## src/sv/brta_pkg.sv

```systemverilog
package brta_pkg;

  localparam int VALUE_BITS          = 64;
  localparam int VALUE_WIDTH_DEFAULT = 64;
  localparam int RADIX_W             = 6;
  localparam int CHAR_W              = 7;
  localparam int DIGIT_COUNT_W       = 7;

  localparam logic [RADIX_W-1:0] RADIX_MIN     = 6'd2;
  localparam logic [RADIX_W-1:0] RADIX_MAX     = 6'd36;
  localparam logic [RADIX_W-1:0] RADIX_RESET   = 6'd16;
  localparam logic [RADIX_W-1:0] DECIMAL_LIMIT = 6'd10;
  localparam logic [CHAR_W-1:0]  ASCII_ZERO    = 7'h30;
  localparam logic [CHAR_W-1:0]  ASCII_A       = 7'h41;
  localparam logic [CHAR_W-1:0]  ASCII_NINE    = 7'h39;
  localparam logic [CHAR_W-1:0]  ASCII_Z       = 7'h5A;

  typedef enum logic [1:0] {
    S_IDLE,
    S_DIV,
    S_EMIT_RD,
    S_EMIT_LD
  } state_t;

  typedef struct packed {
    logic busy;
    logic done;
  } div_stat_t;

  // Out-of-range radix codes saturate to the nearest legal base.
  function automatic logic [RADIX_W-1:0] sat_radix(input logic [RADIX_W-1:0] r);
    logic [RADIX_W-1:0] res;
    res = r;
    if (r < RADIX_MIN) begin
      res = RADIX_MIN;
    end else if (r > RADIX_MAX) begin
      res = RADIX_MAX;
    end
    return res;
  endfunction

  function automatic logic [CHAR_W-1:0] digit_char(input logic [RADIX_W-1:0] d);
    logic [CHAR_W-1:0] c;
    if (d < DECIMAL_LIMIT) begin
      c = CHAR_W'(d) + ASCII_ZERO;
    end else begin
      c = CHAR_W'(d) - CHAR_W'(DECIMAL_LIMIT) + ASCII_A;
    end
    return c;
  endfunction

endpackage

```

## src/sv/brta_if.sv

```systemverilog
interface brta_value_if import brta_pkg::*; ();
  logic                  valid;
  logic                  ready;
  logic [VALUE_BITS-1:0] value;

  modport source (output valid, output value, input ready);
  modport sink (input valid, input value, output ready);
endinterface

interface brta_char_if import brta_pkg::*; ();
  logic                     valid;
  logic                     ready;
  logic [CHAR_W-1:0]        character;
  logic                     last;
  logic [DIGIT_COUNT_W-1:0] digit_count;

  modport source (output valid, output character, output last, output digit_count,
                  input ready);
  modport sink (input valid, input character, input last, input digit_count,
                output ready);
endinterface

```

## src/sv/brta_div.sv

```systemverilog
// Restoring divider by a small radix, one quotient bit per cycle.
module brta_div import brta_pkg::*; #(
  parameter int VALUE_WIDTH = VALUE_WIDTH_DEFAULT
) (
  input  logic                   clk,
  input  logic                   rst,
  input  logic                   start,
  input  logic [VALUE_WIDTH-1:0] dividend,
  input  logic [RADIX_W-1:0]     radix,
  output logic [VALUE_WIDTH-1:0] quotient,
  output logic [RADIX_W-1:0]     remainder,
  output div_stat_t              stat
);

  localparam int CW = $clog2(VALUE_WIDTH + 1);

  logic [VALUE_WIDTH-1:0] quo;
  logic [RADIX_W-1:0]     rem;
  logic [RADIX_W-1:0]     base;
  logic [CW-1:0]          cnt;
  logic                   busy;
  logic                   done;

  logic [RADIX_W:0]       trial;
  logic                   ge;
  logic [RADIX_W:0]       diff;

  assign trial = {rem, quo[VALUE_WIDTH-1]};
  assign ge    = trial >= {1'b0, base};
  assign diff  = trial - {1'b0, base};

  always_ff @(posedge clk) begin
    if (rst) begin
      busy <= 1'b0;
      done <= 1'b0;
    end else if (start) begin
      busy <= 1'b1;
      done <= 1'b0;
    end else begin
      busy <= busy && (cnt != CW'(1));
      done <= busy && (cnt == CW'(1));
    end
  end

  always_ff @(posedge clk) begin
    if (start) begin
      quo  <= dividend;
      rem  <= '0;
      base <= radix;
      cnt  <= CW'(VALUE_WIDTH);
    end else if (busy) begin
      quo <= {quo[VALUE_WIDTH-2:0], ge};
      rem <= ge ? diff[RADIX_W-1:0] : trial[RADIX_W-1:0];
      cnt <= cnt - CW'(1);
    end
  end

  assign quotient  = quo;
  assign remainder = rem;
  assign stat.busy = busy;
  assign stat.done = done;

`ifndef NO_ASSERTIONS
  a_rem_below_base: assert property (@(posedge clk) disable iff (rst)
    busy |-> rem < base)
    else $error("partial remainder not below radix");
`endif

endmodule

```

## src/sv/brta_digit_buf.sv

```systemverilog
// Digit store: written least significant first, read back in reverse.
module brta_digit_buf import brta_pkg::*; #(
  parameter int VALUE_WIDTH = VALUE_WIDTH_DEFAULT
) (
  input  logic                           clk,
  input  logic                           we,
  input  logic [$clog2(VALUE_WIDTH)-1:0] waddr,
  input  logic [RADIX_W-1:0]             wdata,
  input  logic [$clog2(VALUE_WIDTH)-1:0] raddr,
  output logic [RADIX_W-1:0]             rdata
);

  logic [RADIX_W-1:0] mem [VALUE_WIDTH];

  always_ff @(posedge clk) begin
    if (we) begin
      mem[waddr] <= wdata;
    end
  end

  always_ff @(posedge clk) begin
    rdata <= mem[raddr];
  end

endmodule

```

## src/sv/binary_to_radix_ascii_core.sv

```systemverilog
// Converts an unsigned VALUE_WIDTH-bit value into ASCII digits in the radix held by the
// configuration register (2..36; codes 0 and 1 act as 2, codes above 36 act as 36), and
// sends them one character per transfer, most significant digit first, with last set on
// the final digit and the total digit count on every character. Zero gives a single '0'.
// Digits come from one shared restoring divider that produces one quotient bit per cycle.
// Input ready is low from accept until the last character of the value is loaded, and
// the readback stalls while a loaded character waits on ready. Digits are kept in a small
// buffer and read back in reverse, each through the S_EMIT_RD and S_EMIT_LD states.
// The last character may still wait in the output register while the next value is
// accepted.
module binary_to_radix_ascii_core import brta_pkg::*; #(
  parameter int VALUE_WIDTH = VALUE_WIDTH_DEFAULT
) (
  input  logic               clk,
  input  logic               rst,
  input  logic               cfg_wr_en,
  input  logic [RADIX_W-1:0] cfg_wr_data,
  brta_value_if.sink         value_ch,
  brta_char_if.source        char_ch
);

  localparam int AW = $clog2(VALUE_WIDTH);
  localparam int CW = $clog2(VALUE_WIDTH + 1);

  state_t                 state;
  state_t                 state_next;
  logic [RADIX_W-1:0]     radix;
  logic [CW-1:0]          count;
  logic [CW-1:0]          count_next;
  logic [AW-1:0]          rd_idx;
  logic [AW-1:0]          rd_idx_next;

  logic                   div_start;
  logic [VALUE_WIDTH-1:0] div_dividend;
  logic [VALUE_WIDTH-1:0] div_quotient;
  logic [RADIX_W-1:0]     div_remainder;
  div_stat_t              div_stat;

  logic                   buf_we;
  logic [RADIX_W-1:0]     buf_rdata;
  logic                   out_load;

  logic                     out_valid;
  logic [CHAR_W-1:0]        out_char;
  logic                     out_last;
  logic [DIGIT_COUNT_W-1:0] out_count;

  brta_div #(.VALUE_WIDTH(VALUE_WIDTH)) u_div (
    .clk       (clk),
    .rst       (rst),
    .start     (div_start),
    .dividend  (div_dividend),
    .radix     (sat_radix(radix)),
    .quotient  (div_quotient),
    .remainder (div_remainder),
    .stat      (div_stat)
  );

  brta_digit_buf #(.VALUE_WIDTH(VALUE_WIDTH)) u_buf (
    .clk   (clk),
    .we    (buf_we),
    .waddr (count[AW-1:0]),
    .wdata (div_remainder),
    .raddr (rd_idx),
    .rdata (buf_rdata)
  );

  always_ff @(posedge clk) begin
    if (rst) begin
      radix <= RADIX_RESET;
    end else if (cfg_wr_en) begin
      radix <= cfg_wr_data;
    end
  end

  always_ff @(posedge clk) begin
    if (rst) begin
      state  <= S_IDLE;
      count  <= '0;
      rd_idx <= '0;
    end else begin
      state  <= state_next;
      count  <= count_next;
      rd_idx <= rd_idx_next;
    end
  end

  always_comb begin
    state_next     = state;
    count_next     = count;
    rd_idx_next    = rd_idx;
    div_start      = 1'b0;
    div_dividend   = div_quotient;
    buf_we         = 1'b0;
    out_load       = 1'b0;
    value_ch.ready = (state == S_IDLE);
    case (state)
      S_IDLE: begin
        if (value_ch.valid) begin
          div_start    = 1'b1;
          div_dividend = value_ch.value[VALUE_WIDTH-1:0];
          count_next   = '0;
          state_next   = S_DIV;
        end
      end
      S_DIV: begin
        if (div_stat.done) begin
          buf_we     = 1'b1;
          count_next = count + CW'(1);
          if (div_quotient != '0) begin
            div_start = 1'b1;
          end else begin
            rd_idx_next = count[AW-1:0];
            state_next  = S_EMIT_RD;
          end
        end
      end
      S_EMIT_RD: begin
        state_next = S_EMIT_LD;
      end
      S_EMIT_LD: begin
        if (!out_valid || char_ch.ready) begin
          out_load = 1'b1;
          if (rd_idx == '0) begin
            state_next = S_IDLE;
          end else begin
            rd_idx_next = rd_idx - AW'(1);
            state_next  = S_EMIT_RD;
          end
        end
      end
      default: begin
        state_next = S_IDLE;
      end
    endcase
  end

  always_ff @(posedge clk) begin
    if (rst) begin
      out_valid <= 1'b0;
    end else if (out_load) begin
      out_valid <= 1'b1;
    end else if (char_ch.ready) begin
      out_valid <= 1'b0;
    end
  end

  always_ff @(posedge clk) begin
    if (out_load) begin
      out_char  <= digit_char(buf_rdata);
      out_last  <= (rd_idx == '0);
      out_count <= DIGIT_COUNT_W'(count);
    end
  end

  assign char_ch.valid       = out_valid;
  assign char_ch.character   = out_char;
  assign char_ch.last        = out_last;
  assign char_ch.digit_count = out_count;

`ifndef NO_ASSERTIONS
  a_done_in_div: assert property (@(posedge clk) disable iff (rst)
    div_stat.done |-> state == S_DIV)
    else $error("divider finished outside of conversion");

  a_accept_starts_div: assert property (@(posedge clk) disable iff (rst)
    (value_ch.valid && value_ch.ready) |=> (state == S_DIV) && div_stat.busy)
    else $error("accepted value did not start the divider");

  a_char_legal: assert property (@(posedge clk) disable iff (rst)
    char_ch.valid |-> ((char_ch.character >= ASCII_ZERO && char_ch.character <= ASCII_NINE)
                    || (char_ch.character >= ASCII_A && char_ch.character <= ASCII_Z)))
    else $error("output character outside digit set");
`endif

endmodule

```

## src/flat_wrapper.sv

```systemverilog
// flat-port wrapper written by rule: the top's interface ports become plain ports
module binary_to_radix_ascii_core_flat import brta_pkg::*;
#(
  parameter int VALUE_WIDTH = VALUE_WIDTH_DEFAULT
)
  (clk, rst, cfg_wr_en, cfg_wr_data, value_ch_valid, value_ch_value, value_ch_ready, char_ch_valid, char_ch_character, char_ch_last, char_ch_digit_count, char_ch_ready);
  brta_value_if value_ch_i ();
  brta_char_if char_ch_i ();
  input  logic clk;
  input  logic rst;
  input  logic cfg_wr_en;
  input  logic [RADIX_W-1:0] cfg_wr_data;
  input wire logic [$bits(value_ch_i.valid)-1:0] value_ch_valid;
  input wire logic [$bits(value_ch_i.value)-1:0] value_ch_value;
  output wire logic [$bits(value_ch_i.ready)-1:0] value_ch_ready;
  output wire logic [$bits(char_ch_i.valid)-1:0] char_ch_valid;
  output wire logic [$bits(char_ch_i.character)-1:0] char_ch_character;
  output wire logic [$bits(char_ch_i.last)-1:0] char_ch_last;
  output wire logic [$bits(char_ch_i.digit_count)-1:0] char_ch_digit_count;
  input wire logic [$bits(char_ch_i.ready)-1:0] char_ch_ready;
  assign value_ch_i.valid = value_ch_valid;
  assign value_ch_i.value = value_ch_value;
  assign value_ch_ready = value_ch_i.ready;
  assign char_ch_valid = char_ch_i.valid;
  assign char_ch_character = char_ch_i.character;
  assign char_ch_last = char_ch_i.last;
  assign char_ch_digit_count = char_ch_i.digit_count;
  assign char_ch_i.ready = char_ch_ready;
  binary_to_radix_ascii_core #(.VALUE_WIDTH(VALUE_WIDTH)) u_core (.clk(clk), .rst(rst), .cfg_wr_en(cfg_wr_en), .cfg_wr_data(cfg_wr_data), .value_ch(value_ch_i), .char_ch(char_ch_i));
endmodule
```

## config.mk

```make
export PLATFORM = sky130hd
export DESIGN_NAME = binary_to_radix_ascii_core_flat
export DESIGN_NICKNAME = d
export VERILOG_FILES = /design/src/sv/brta_pkg.sv /design/src/sv/brta_if.sv /design/src/sv/brta_div.sv /design/src/sv/brta_digit_buf.sv /design/src/sv/binary_to_radix_ascii_core.sv /design/src/flat_wrapper.sv
export SDC_FILE = /design/constraint.sdc
export NUM_CORES = 1
export LEC_CHECK = 0
export BUFFER_PORTS_ARGS = -buffer_cell sky130_fd_sc_hd__buf_2
export CAP_MARGIN = 20
export CORE_ASPECT_RATIO = 0.5
export CORE_MARGIN = 5
export CORE_UTILIZATION = 42
export CTS_CLUSTER_SIZE = 10
export DETAILED_ROUTE_END_ITERATION = 8
export SLEW_MARGIN = 20
export SYNTH_ARGS = -nofsm -noshare
export SYNTH_HDL_FRONTEND = slang
export SYNTH_SLANG_ARGS = --single-unit
```

## constraint.sdc

```tcl
create_clock -name clk -period 8.2 [get_ports clk]
set_input_delay 1.23 -clock clk [delete_from_list [all_inputs] [get_ports clk]]
set_output_delay 1.23 -clock clk [all_outputs]
set_load 0.005 [all_outputs]
```

-- Yosys cells after proc, flatten, opt, wreduce, memory -nomap -nowiden
Memories as Yosys holds them, arrays and structs flattened. A register that Yosys moved wholly into a read port is not among the register bits.
Cells that the tools add are included.
- $add $sub $neg: 7
- order comparisons: 4
- equal/unequal tests: 12
- muxes and demuxes: 34
- reduce and logical (&&, ||, !) cells: 17
- operators by type and width (cell ; count):
    $mux 64 ; 4
    $reduce_bool 64->1 ; 1
    $mux 6 ; 6
    $mux 7 ; 3
    $pmux 7 s2 ; 1
    $mux 1 ; 12
    $ne 2x2->1 const B ; 6
    $pmux 6 s2 ; 1
    $mux 2 ; 5
    $pmux 2 s4 ; 1
    $reduce_bool 2->1 ; 4
    $add 6x6->7 const B ; 1
    $add 7x1->7 const B ; 1
    $add 7x7->7 const B ; 1
    $eq 7x1->1 const B ; 1
    $ge 7x6->1 ; 1
    $ne 7x1->1 const B ; 1
    $sub 6x4->7 const B ; 1
    $sub 7x1->7 const B ; 1
    $gt 6x6->1 const B ; 1
    $logic_not 6->1 ; 1
    $lt 6x2->1 const B ; 1
    $lt 6x4->1 const B ; 1
    $reduce_and 3->1 ; 2
    other kinds (13) ; 16
- flip-flop bits (word level): 122
- memory bits (writable): 384
- bits of input ports: 75
- output and inout port bits: 17
- word-level logic and storage cells: 90
- memories kept: 1
- memories (memory ; depth ; bits a word ; read ports ; clocked after memory_dff ; wr ports ; RTL line ; text):
    u_core.u_buf.mem ; 64 ; 6 ; 1 ; 1 ; 1 ; brta_digit_buf.sv:13 ; logic [RADIX_W-1:0] mem [VALUE_WIDTH];

-- Logic depth before layout (Yosys ltp)
Gate-level depths: netlist of run 1.
- word-level depth: 6
- depth in mapped cells: 10
- gate-level depth less buffers: 8

-- Modules after synthesis
A second synthesis of run 1 with hierarchy kept.
- cell total of the unflattened synthesis: 1256
- area, all modules: 21838.4 µm²
- modules (own cells, without submodules) (module ; instances ; cells an instance ; area each (µm²) ; sequential area each (µm²)):
    brta_digit_buf ; 1 ; 720 ; 15225.9 ; 11651.2
    brta_div ; 1 ; 260 ; 3839.9 ; 2402.3
    binary_to_radix_ascii_core ; 1 ; 276 ; 2772.7 ; 890.9

-- Worst setup path before layout of run 1
Ideal clock, no wire load.
- kind: register to register
- start: reg u_core.u_div.quo[47], in the netlist u_core.u_div.quotient[47]
- end: reg u_core.u_div.quo[0], in the netlist u_core.u_div.quotient[0] (enable)
- library setup time: 424 ps
- data arrival time: 2852 ps
- required time: 7776 ps
- setup slack: 4925 ps
- stages on the path, launching flop included: 6
- buffers on the path: 0
- clock period less this slack: 3275 ps
- cell sequence: edfxtp_1 -> nor4_1 -> nand4_1 -> nor4_4 -> o21ai_0 -> nand2_1
- longest elaborated chain between the ends: 6
- elaborated cells between the ends (all ways): 8
- those cells by class: 2 x eq/ne; 3 x mux; 3 x reduce/logical
- RTL lines (what ; RTL line ; text):
    start, declared ; brta_div.sv:17 ; logic [VALUE_WIDTH-1:0] quo;
    start signal, assigned ; brta_div.sv:47 ; quo <= dividend;
    start signal, assigned ; brta_div.sv:52 ; quo <= {quo[VALUE_WIDTH-2:0], ge};
    $reduce_bool 64->1 (*) ; binary_to_radix_ascii_core.sv:110 ; if (div_quotient != '0) begin
    $mux 1 (*) ; binary_to_radix_ascii_core.sv:110 ;
    $mux 1 (*) ; binary_to_radix_ascii_core.sv:107 ; if (div_stat.done) begin
    $pmux 1 s2 (*) ; binary_to_radix_ascii_core.sv:97 ; case (state)
    $ne 2x2->1 (no source line) / $reduce_bool 2->1 (equally long branches) ; n/a ;
    $reduce_and 3->1 (no source line) (*) ; n/a ;
Mark *: on every way between the ends. The rest lies on a longest branch, timed or not.
A chain may end at the register's enable or synchronous reset.

-- Worst setup path after layout of run 1
- start: reg u_core.u_div.quo[26], in the netlist u_core.u_div.quotient[26]
- end: reg u_core.u_div.quo[48], in the netlist u_core.u_div.quotient[48], data pin
- longest elaborated chain between the ends: 5
- RTL lines (what ; RTL line ; text):
    $reduce_bool 64->1 ; binary_to_radix_ascii_core.sv:110 ;
    $mux 1 ; binary_to_radix_ascii_core.sv:110 ;
    $mux 1 ; binary_to_radix_ascii_core.sv:107 ;
    $pmux 1 s2 ; binary_to_radix_ascii_core.sv:97 ;
    $mux 64 ; brta_div.sv:46 ; if (start) begin
No other way between the ends.

==> impl_metrics.toml, run 1 <==
[yosys]
ys_seq_elements = 512
synthCells = 1176
synth_cell_type_count = 61
yosysSeqAreaShare_pct = 70.9
syn_area_sq_mm = 0.0211
synth_ff_type = "edfxtp_1"
synth-async-reset-ratio_pct = 0
syn_area_per_cell_sq_um = 17.9
yosysWarnings = 0
synth_edf_count = 469
syn_nets = 1266

[run]
maxCapViolCount = 0

[grt]
grt_usage_pct = 16.8
grt_pass1_wl_microns = 70900
grt_pass1_vias = 11600
antenna_found_initial = 0
grt_max_degree = 67
overflow = 0

[power_and_ir_drop]
p_comb_share_pct = 6.3
ir_drop_uv = 143
swShare_pct = 21.9
internal-power_mw = 4.46
total_power_mw = 5.71
clockPowerShare_pct = 39.8
power.density_mw_per_mm2 = 240
p_leak_nw = 7.72
pwr-share-seq_pct = 53.9
netSwitchingPower_mw = 1.25

[cells_and_area]
fillerInstances = 4175
layout.nets = 1369
utilization_pct = 47.7
register_area_sq_mm = 0.0150
drive_above_1_share_pct = 28.7
area_growth_pct = 13.0
layoutNonFillerInstCount = 1976
multiInputGateArea_sq_mm = 0.00578

[placement]
pre_cts_ws_ps = 4640
gp_congestion = 0.863
numPortBuffers = 91
dpl.hpwl_microns = 28500
place.detailed.instances = 1880

[cts]
ctsHoldBuffers = 0
clk_latency_ps = 600
ctsHtreeMaxLevel = 2
clockBufferDepth = 3
cts_resized = 0
cts_buffers = 57
clock_sinks = 512
cts-root-buf = "clkbuf_16"
cts_setup_buffers = 0
tritoncts = "built"
path_clk_slew_ps = 60

[timing]
fin_ws_ps = 4590
min_period_ps = 3610
finalSetupViolations = 0
fin_skew_ps = 31.6
fmax_ghz = 0.277
tightest_slew_ps = 965
maxSlewHeadroom_pct = 35.7
finalCritPeriodShare_pct = 44.1
slew_violations = 0
fin_tns_setup_ps = 0
hold_violations = 0
rsz0062_at_grt = "no"

[worst_setup_path]
worst_setup_path_start_kind = "flip-flop"
slowest_stage = "nor4_4"
critPathArrivalTime_ps = 3930
cp-end-kind = "flip-flop"
path_max_fanout = 60
path_cells = "nor4_1 > nand4_1 > nor4_4 > o21a_4 > clkinv_2 > buf_4 > mux2_4"
critical_path_class = "reg -> reg"
worstPathRequired_ps = 8520
cpPeakStageDelay_ps = 610

[detailed_routing]
firstDrtPassIters = 5
drc = 0
first_iter_violations = 1152
vias = 11100
vias_per_cell = 5.60
wl_per_cell_microns = 23.3
wl_microns = 46100
ant_nets = 0

[floorplanning]
rows = 58
ioPinCount = 92
dieArea_sq_mm = 0.0551
die_w_microns = 327
core-area_sq_mm = 0.0499
initial_core_util_pct = 42.2
die_y_microns = 168

[outcome]
status = "finished, final reports clean"

[min_path]
hold_class = "reg -> reg"
[worst max-delay path: cells and delay by family (launching register included)]
kind | cells | cell delay, ps
AO/OA/AOI/OAI | 1 | 250
buffers and inverters | 2 | 820
flip-flops | 1 | 400
multiplexers | 1 | 410
AND/OR/NAND/NOR | 3 | 1410
[worst paths after layout]
path | from | to | slack [ps] | cells after the start
max reg2reg | u_core.u_div.quotient[26] | u_core.u_div.quotient[48] | 4590 | 7
min | u_core.count[6] | u_core.char_ch.digit_count[6] | 460 | 0
max | u_core.u_div.quotient[26] | u_core.u_div.quotient[48] | 4590 | 7
min reg2reg | u_core.count[6] | u_core.char_ch.digit_count[6] | 460 | 0
[Yosys cell counts, types with 2 or more instances]
library cell	count	share of area, %
edfxtp_1	469	67
o2111ai_1	3	0.12
dfxtp_1	43	4.1
o21a_1	2	0.071
nand3_1	16	0.38
clkbuf_1	30	0.53
buf_1	8	0.14
a311oi_1	3	0.12
a211o_1	3	0.12
and3_1	3	0.089
buf_4	4	0.14
xor2_1	7	0.29
nand4_1	7	0.21
nor4_1	22	0.65
a21o_1	2	0.071
mux2i_1	16	0.76
nand2_1	37	0.66
and2_1	2	0.059
a211oi_1	5	0.18
ha_1	14	0.83
or3_1	6	0.18
buf_2	14	0.33
nor3_1	9	0.21
o211ai_1	5	0.18
mux2_2	68	3.6
a21oi_1	16	0.38
o22ai_1	15	0.44
nor2_1	99	1.8
o211a_1	2	0.095
nand3b_1	10	0.36
mux2_4	27	1.9
buf_6	4	0.21
o21ai_0	17	0.40
nor2b_1	10	0.30
nand2b_1	12	0.36
or4_1	2	0.071
o31ai_1	3	0.11
xnor2_1	9	0.37
a31oi_1	10	0.30
mux4_2	101	11
inv_1	21	0.37
[final cells by class]
class | count | share of cell area, %
flip-flops and latches | 512 | 62.8
clock buffers | 91 | 6.61
multi-input cells | 582 | 24.2
well taps | 660 | 3.47
repair buffers | 104 | 2.32
diodes | 1 | 0.0105
inverters | 22 | 0.352
clock inverters | 4 | 0.205
[metrics by stage]
stage          area [sq um]  hold WS (ps)
4_1_cts               23800           461
3_5_place_dp          22200           448
3_3_place_gp          22200           449
6_report              23800           458
2_1_floorplan         21100           406
5_1_grt               23800           483
[flip-flops by register name, indices dropped and copies added, names as in the netlist, 7 cells and up]
name / count
u_core.char_ch.character: 7
u_core.u_div.quotient: 64
u_core.u_buf.mem: 384
u_core.count: 7
u_core.u_div.cnt: 7
u_core.char_ch.digit_count: 7
[cell families (layout without fill, tap and decap cells)]
logic type | count (synthesis) | in the layout | synth area share, %
mux | 212 | 212 | 17.1
compound gates | 97 | 97 | 3.07
xor+xnor | 16 | 16 | 0.665
other cells | 0 | 1 | 0
simple gates | 242 | 242 | 5.62
fa+ha+maj | 15 | 15 | 0.926
flops | 512 | 512 | 70.9
buf+inv | 82 | 221 | 1.76
[per-layer routing]
metal / GRT usage (%) / up-vias / wire (microns)
met3: 3.75 / 77 / 2990
met1: 23.1 / 5673 / 19900
met2: 27.5 / 402 / 22200
li1: - / 4915 / -
met5: 0 / - / 0
met4: 4.23 / 0 / 1000
[power by group through the flow]
stage,clock network [mW],registers (mW),logic (mW)
final,2.27,3.08,0.360
after global routing,2.44,3.09,0.397
after CTS,2.32,3.08,0.365
after detailed placement,0,3.13,0.364
after global placement,0,3.13,0.347
after floorplan,0,3.17,0.183
[cells in the final DEF (no fill, tap or decap), drive strengths merged, types with 18 or more instances in the layout]
master and count:
mux4 101, edfxtp 469, clkbuf 91, dfxtp 43, nand2 37, buf 104, o21ai 18, inv 22
nor4 23, nor2 99, mux2 95
Note: power is estimated with default switching activity, not from simulation.
==> inputs of run 2 (changes only) <==
==> constraint.sdc (replaced) <==
create_clock -name clk -period 3.46 [get_ports clk]
set_input_delay 0.519 -clock clk [delete_from_list [all_inputs] [get_ports clk]]
set_output_delay 0.519 -clock clk [all_outputs]
set_load 0.005 [all_outputs]
==> run 2 against run 1 <==
Net effect:
- core utilization up 0.25 points
- final area up 0.52%
- die area unchanged
- highest routed layer unchanged
==> impl_metrics.toml, run 2 (synthesis results as in run 1) <==
[grt]
overflow = 0
antenna_found_initial = 0
grt_usage_pct = 16.8
grt_max_degree = 67
grt_pass1_wl_microns = 71000
grt_pass1_vias = 11500

[detailed_routing]
first_iter_violations = 1004
wl_per_cell_microns = 23.4
firstDrtPassIters = 5
drc = 0
ant_nets = 0
vias = 11000
vias_per_cell = 5.58
wl_microns = 46400

[timing]
finalSetupViolations = 0
fin_tns_setup_ps = 0
finalCritPeriodShare_pct = 84.4
slew_violations = 0
hold_violations = 0
fmax_ghz = 0.342
maxSlewHeadroom_pct = 37.5
rsz0062_at_grt = "no"
tightest_slew_ps = 937
min_period_ps = 2920
fin_skew_ps = 17.0

[floorplanning]
die_y_microns = 168
rows = 58
initial_core_util_pct = 42.2
dieArea_sq_mm = 0.0551
core-area_sq_mm = 0.0499
die_w_microns = 327
ioPinCount = 92

[worst_setup_path]
r2r-end = "u_core.u_buf.mem[7][1]"
worstReg2RegStart = "u_core.state[0]"
critical_path_class = "reg -> reg"
worstPathRequired_ps = 3660
rr_worst_depth = 5
critPathArrivalTime_ps = 3120
path_max_fanout = 13
worst_setup_path_start_kind = "flip-flop"
ff2ff_setup_slack_ps = 540
cp-end-kind = "flip-flop"

[power_and_ir_drop]
p_leak_nw = 7.80
internal-power_mw = 10.5
clockPowerShare_pct = 39.4
ir_drop_uv = 314
netSwitchingPower_mw = 2.94
power.density_mw_per_mm2 = 562
p_comb_share_pct = 6.5
swShare_pct = 21.8
total_power_mw = 13.5
pwr-share-seq_pct = 54.1

[min_path]
holdPathStages = 2
hold_class = "in -> reg"
min_from = "cfg_wr_data[4]"
min_to = "u_core.radix[4]"

[placement]
place.detailed.instances = 1894
dpl.hpwl_microns = 29200
gp_congestion = 0.830
numPortBuffers = 91

[cts]
ctsHtreeMaxLevel = 2
cts_setup_buffers = 0
cts_buffers = 57
path_clk_slew_ps = 60
cts-root-buf = "clkbuf_16"
clockBufferDepth = 3
clock_sinks = 512
tritoncts = "built"
ctsHoldBuffers = 0
clk_latency_ps = 590
cts_resized = 0

[cells_and_area]
layout.cells.most_common = "edfxtp_1"
drive_above_1_share_pct = 29.7
largest_reg_flops = 384
layout.nets = 1383
area_growth_pct = 13.6
regMostFlops = "u_core.u_buf.mem"
layoutNonFillerInstCount = 1978
diodes = 0
utilization_pct = 48.0
fillerInstances = 4162
final_cell_mix = "469 x edfxtp_1, 101 x mux4_2, 99 x nor2_1"

[outcome]
status = "finished, final reports clean"

[run]
maxCapViolCount = 0
[run 2: power by group through the flow]
stage               logic (mW)  registers, mW  clock network [mW]
finish                   0.870           7.28                5.31
global placement         0.842           7.40                   0
detailed placement       0.885           7.41                   0
floorplan                0.434           7.51                   0
CTS                      0.887           7.28                5.43
global route             0.960           7.30                5.73
[run 2: how the worst max path moves through the flow]
| stage | from | end | slack (ps) | depth (start not counted) |
|---|---|---|---|---|
| after CTS | u_core.state[0] | u_core.u_buf.mem[7][1] | 580 | 5 |
| after detailed placement | u_core.u_div.quotient[26] | u_core.u_div.quotient[48] | 540 | 7 |
| after global placement | u_core.u_div.quotient[26] | u_core.u_div.quotient[42] | 520 | 7 |
| after global routing | u_core.u_div.quotient[27] | u_core.u_div.quotient[41] | 400 | 7 |
| after floorplan | u_core.u_div.quotient[47] | u_core.u_div.quotient[0] | 180 | 5 |
| final | u_core.state[0] | u_core.u_buf.mem[7][1] | 540 | 5 |
[run 2: metrics by stage]
step	hold slack, ps	worst slack (ps)	area (sq um)
6_report	153	538	23900
3_3_place_gp	459	523	22400
3_5_place_dp	455	537	22400
4_1_cts	124	575	23900
2_1_floorplan	406	185	21100
5_1_grt	140	398	23900
[run 2: critical path: stages, from the launching register on]
cell and delay [ps]:
dfxtp_1 560, nor2b_1 220, buf_4 180, and3_1 220, nand3_1 580, nor2_1 770
[run 2: area by class of cell]
| cell class | count | area (sq um) | share of cell area (%) |
|---|---|---|---|
| sequential | 512 | 15000 | 62.5 |
| multi-input combinational | 582 | 5780 | 24.1 |
| clock buffer | 81 | 1540 | 6.42 |
| tap | 660 | 826 | 3.45 |
| timing repair buffer | 118 | 721 | 3.01 |
| inverter | 22 | 83.8 | 0.350 |
| clock inverter | 3 | 45.0 | 0.188 |
[run 2: per-layer routing]
| metal | share of wire, % | vias up | track usage, % |
|---|---|---|---|
| li1 | - | 4939 | - |
| met1 | 44 | 5676 | 23.5 |
| met2 | 48 | 353 | 27.3 |
| met3 | 6.0 | 67 | 3.34 |
| met4 | 2.1 | 0 | 4.24 |
| met5 | 0 | - | 0 |
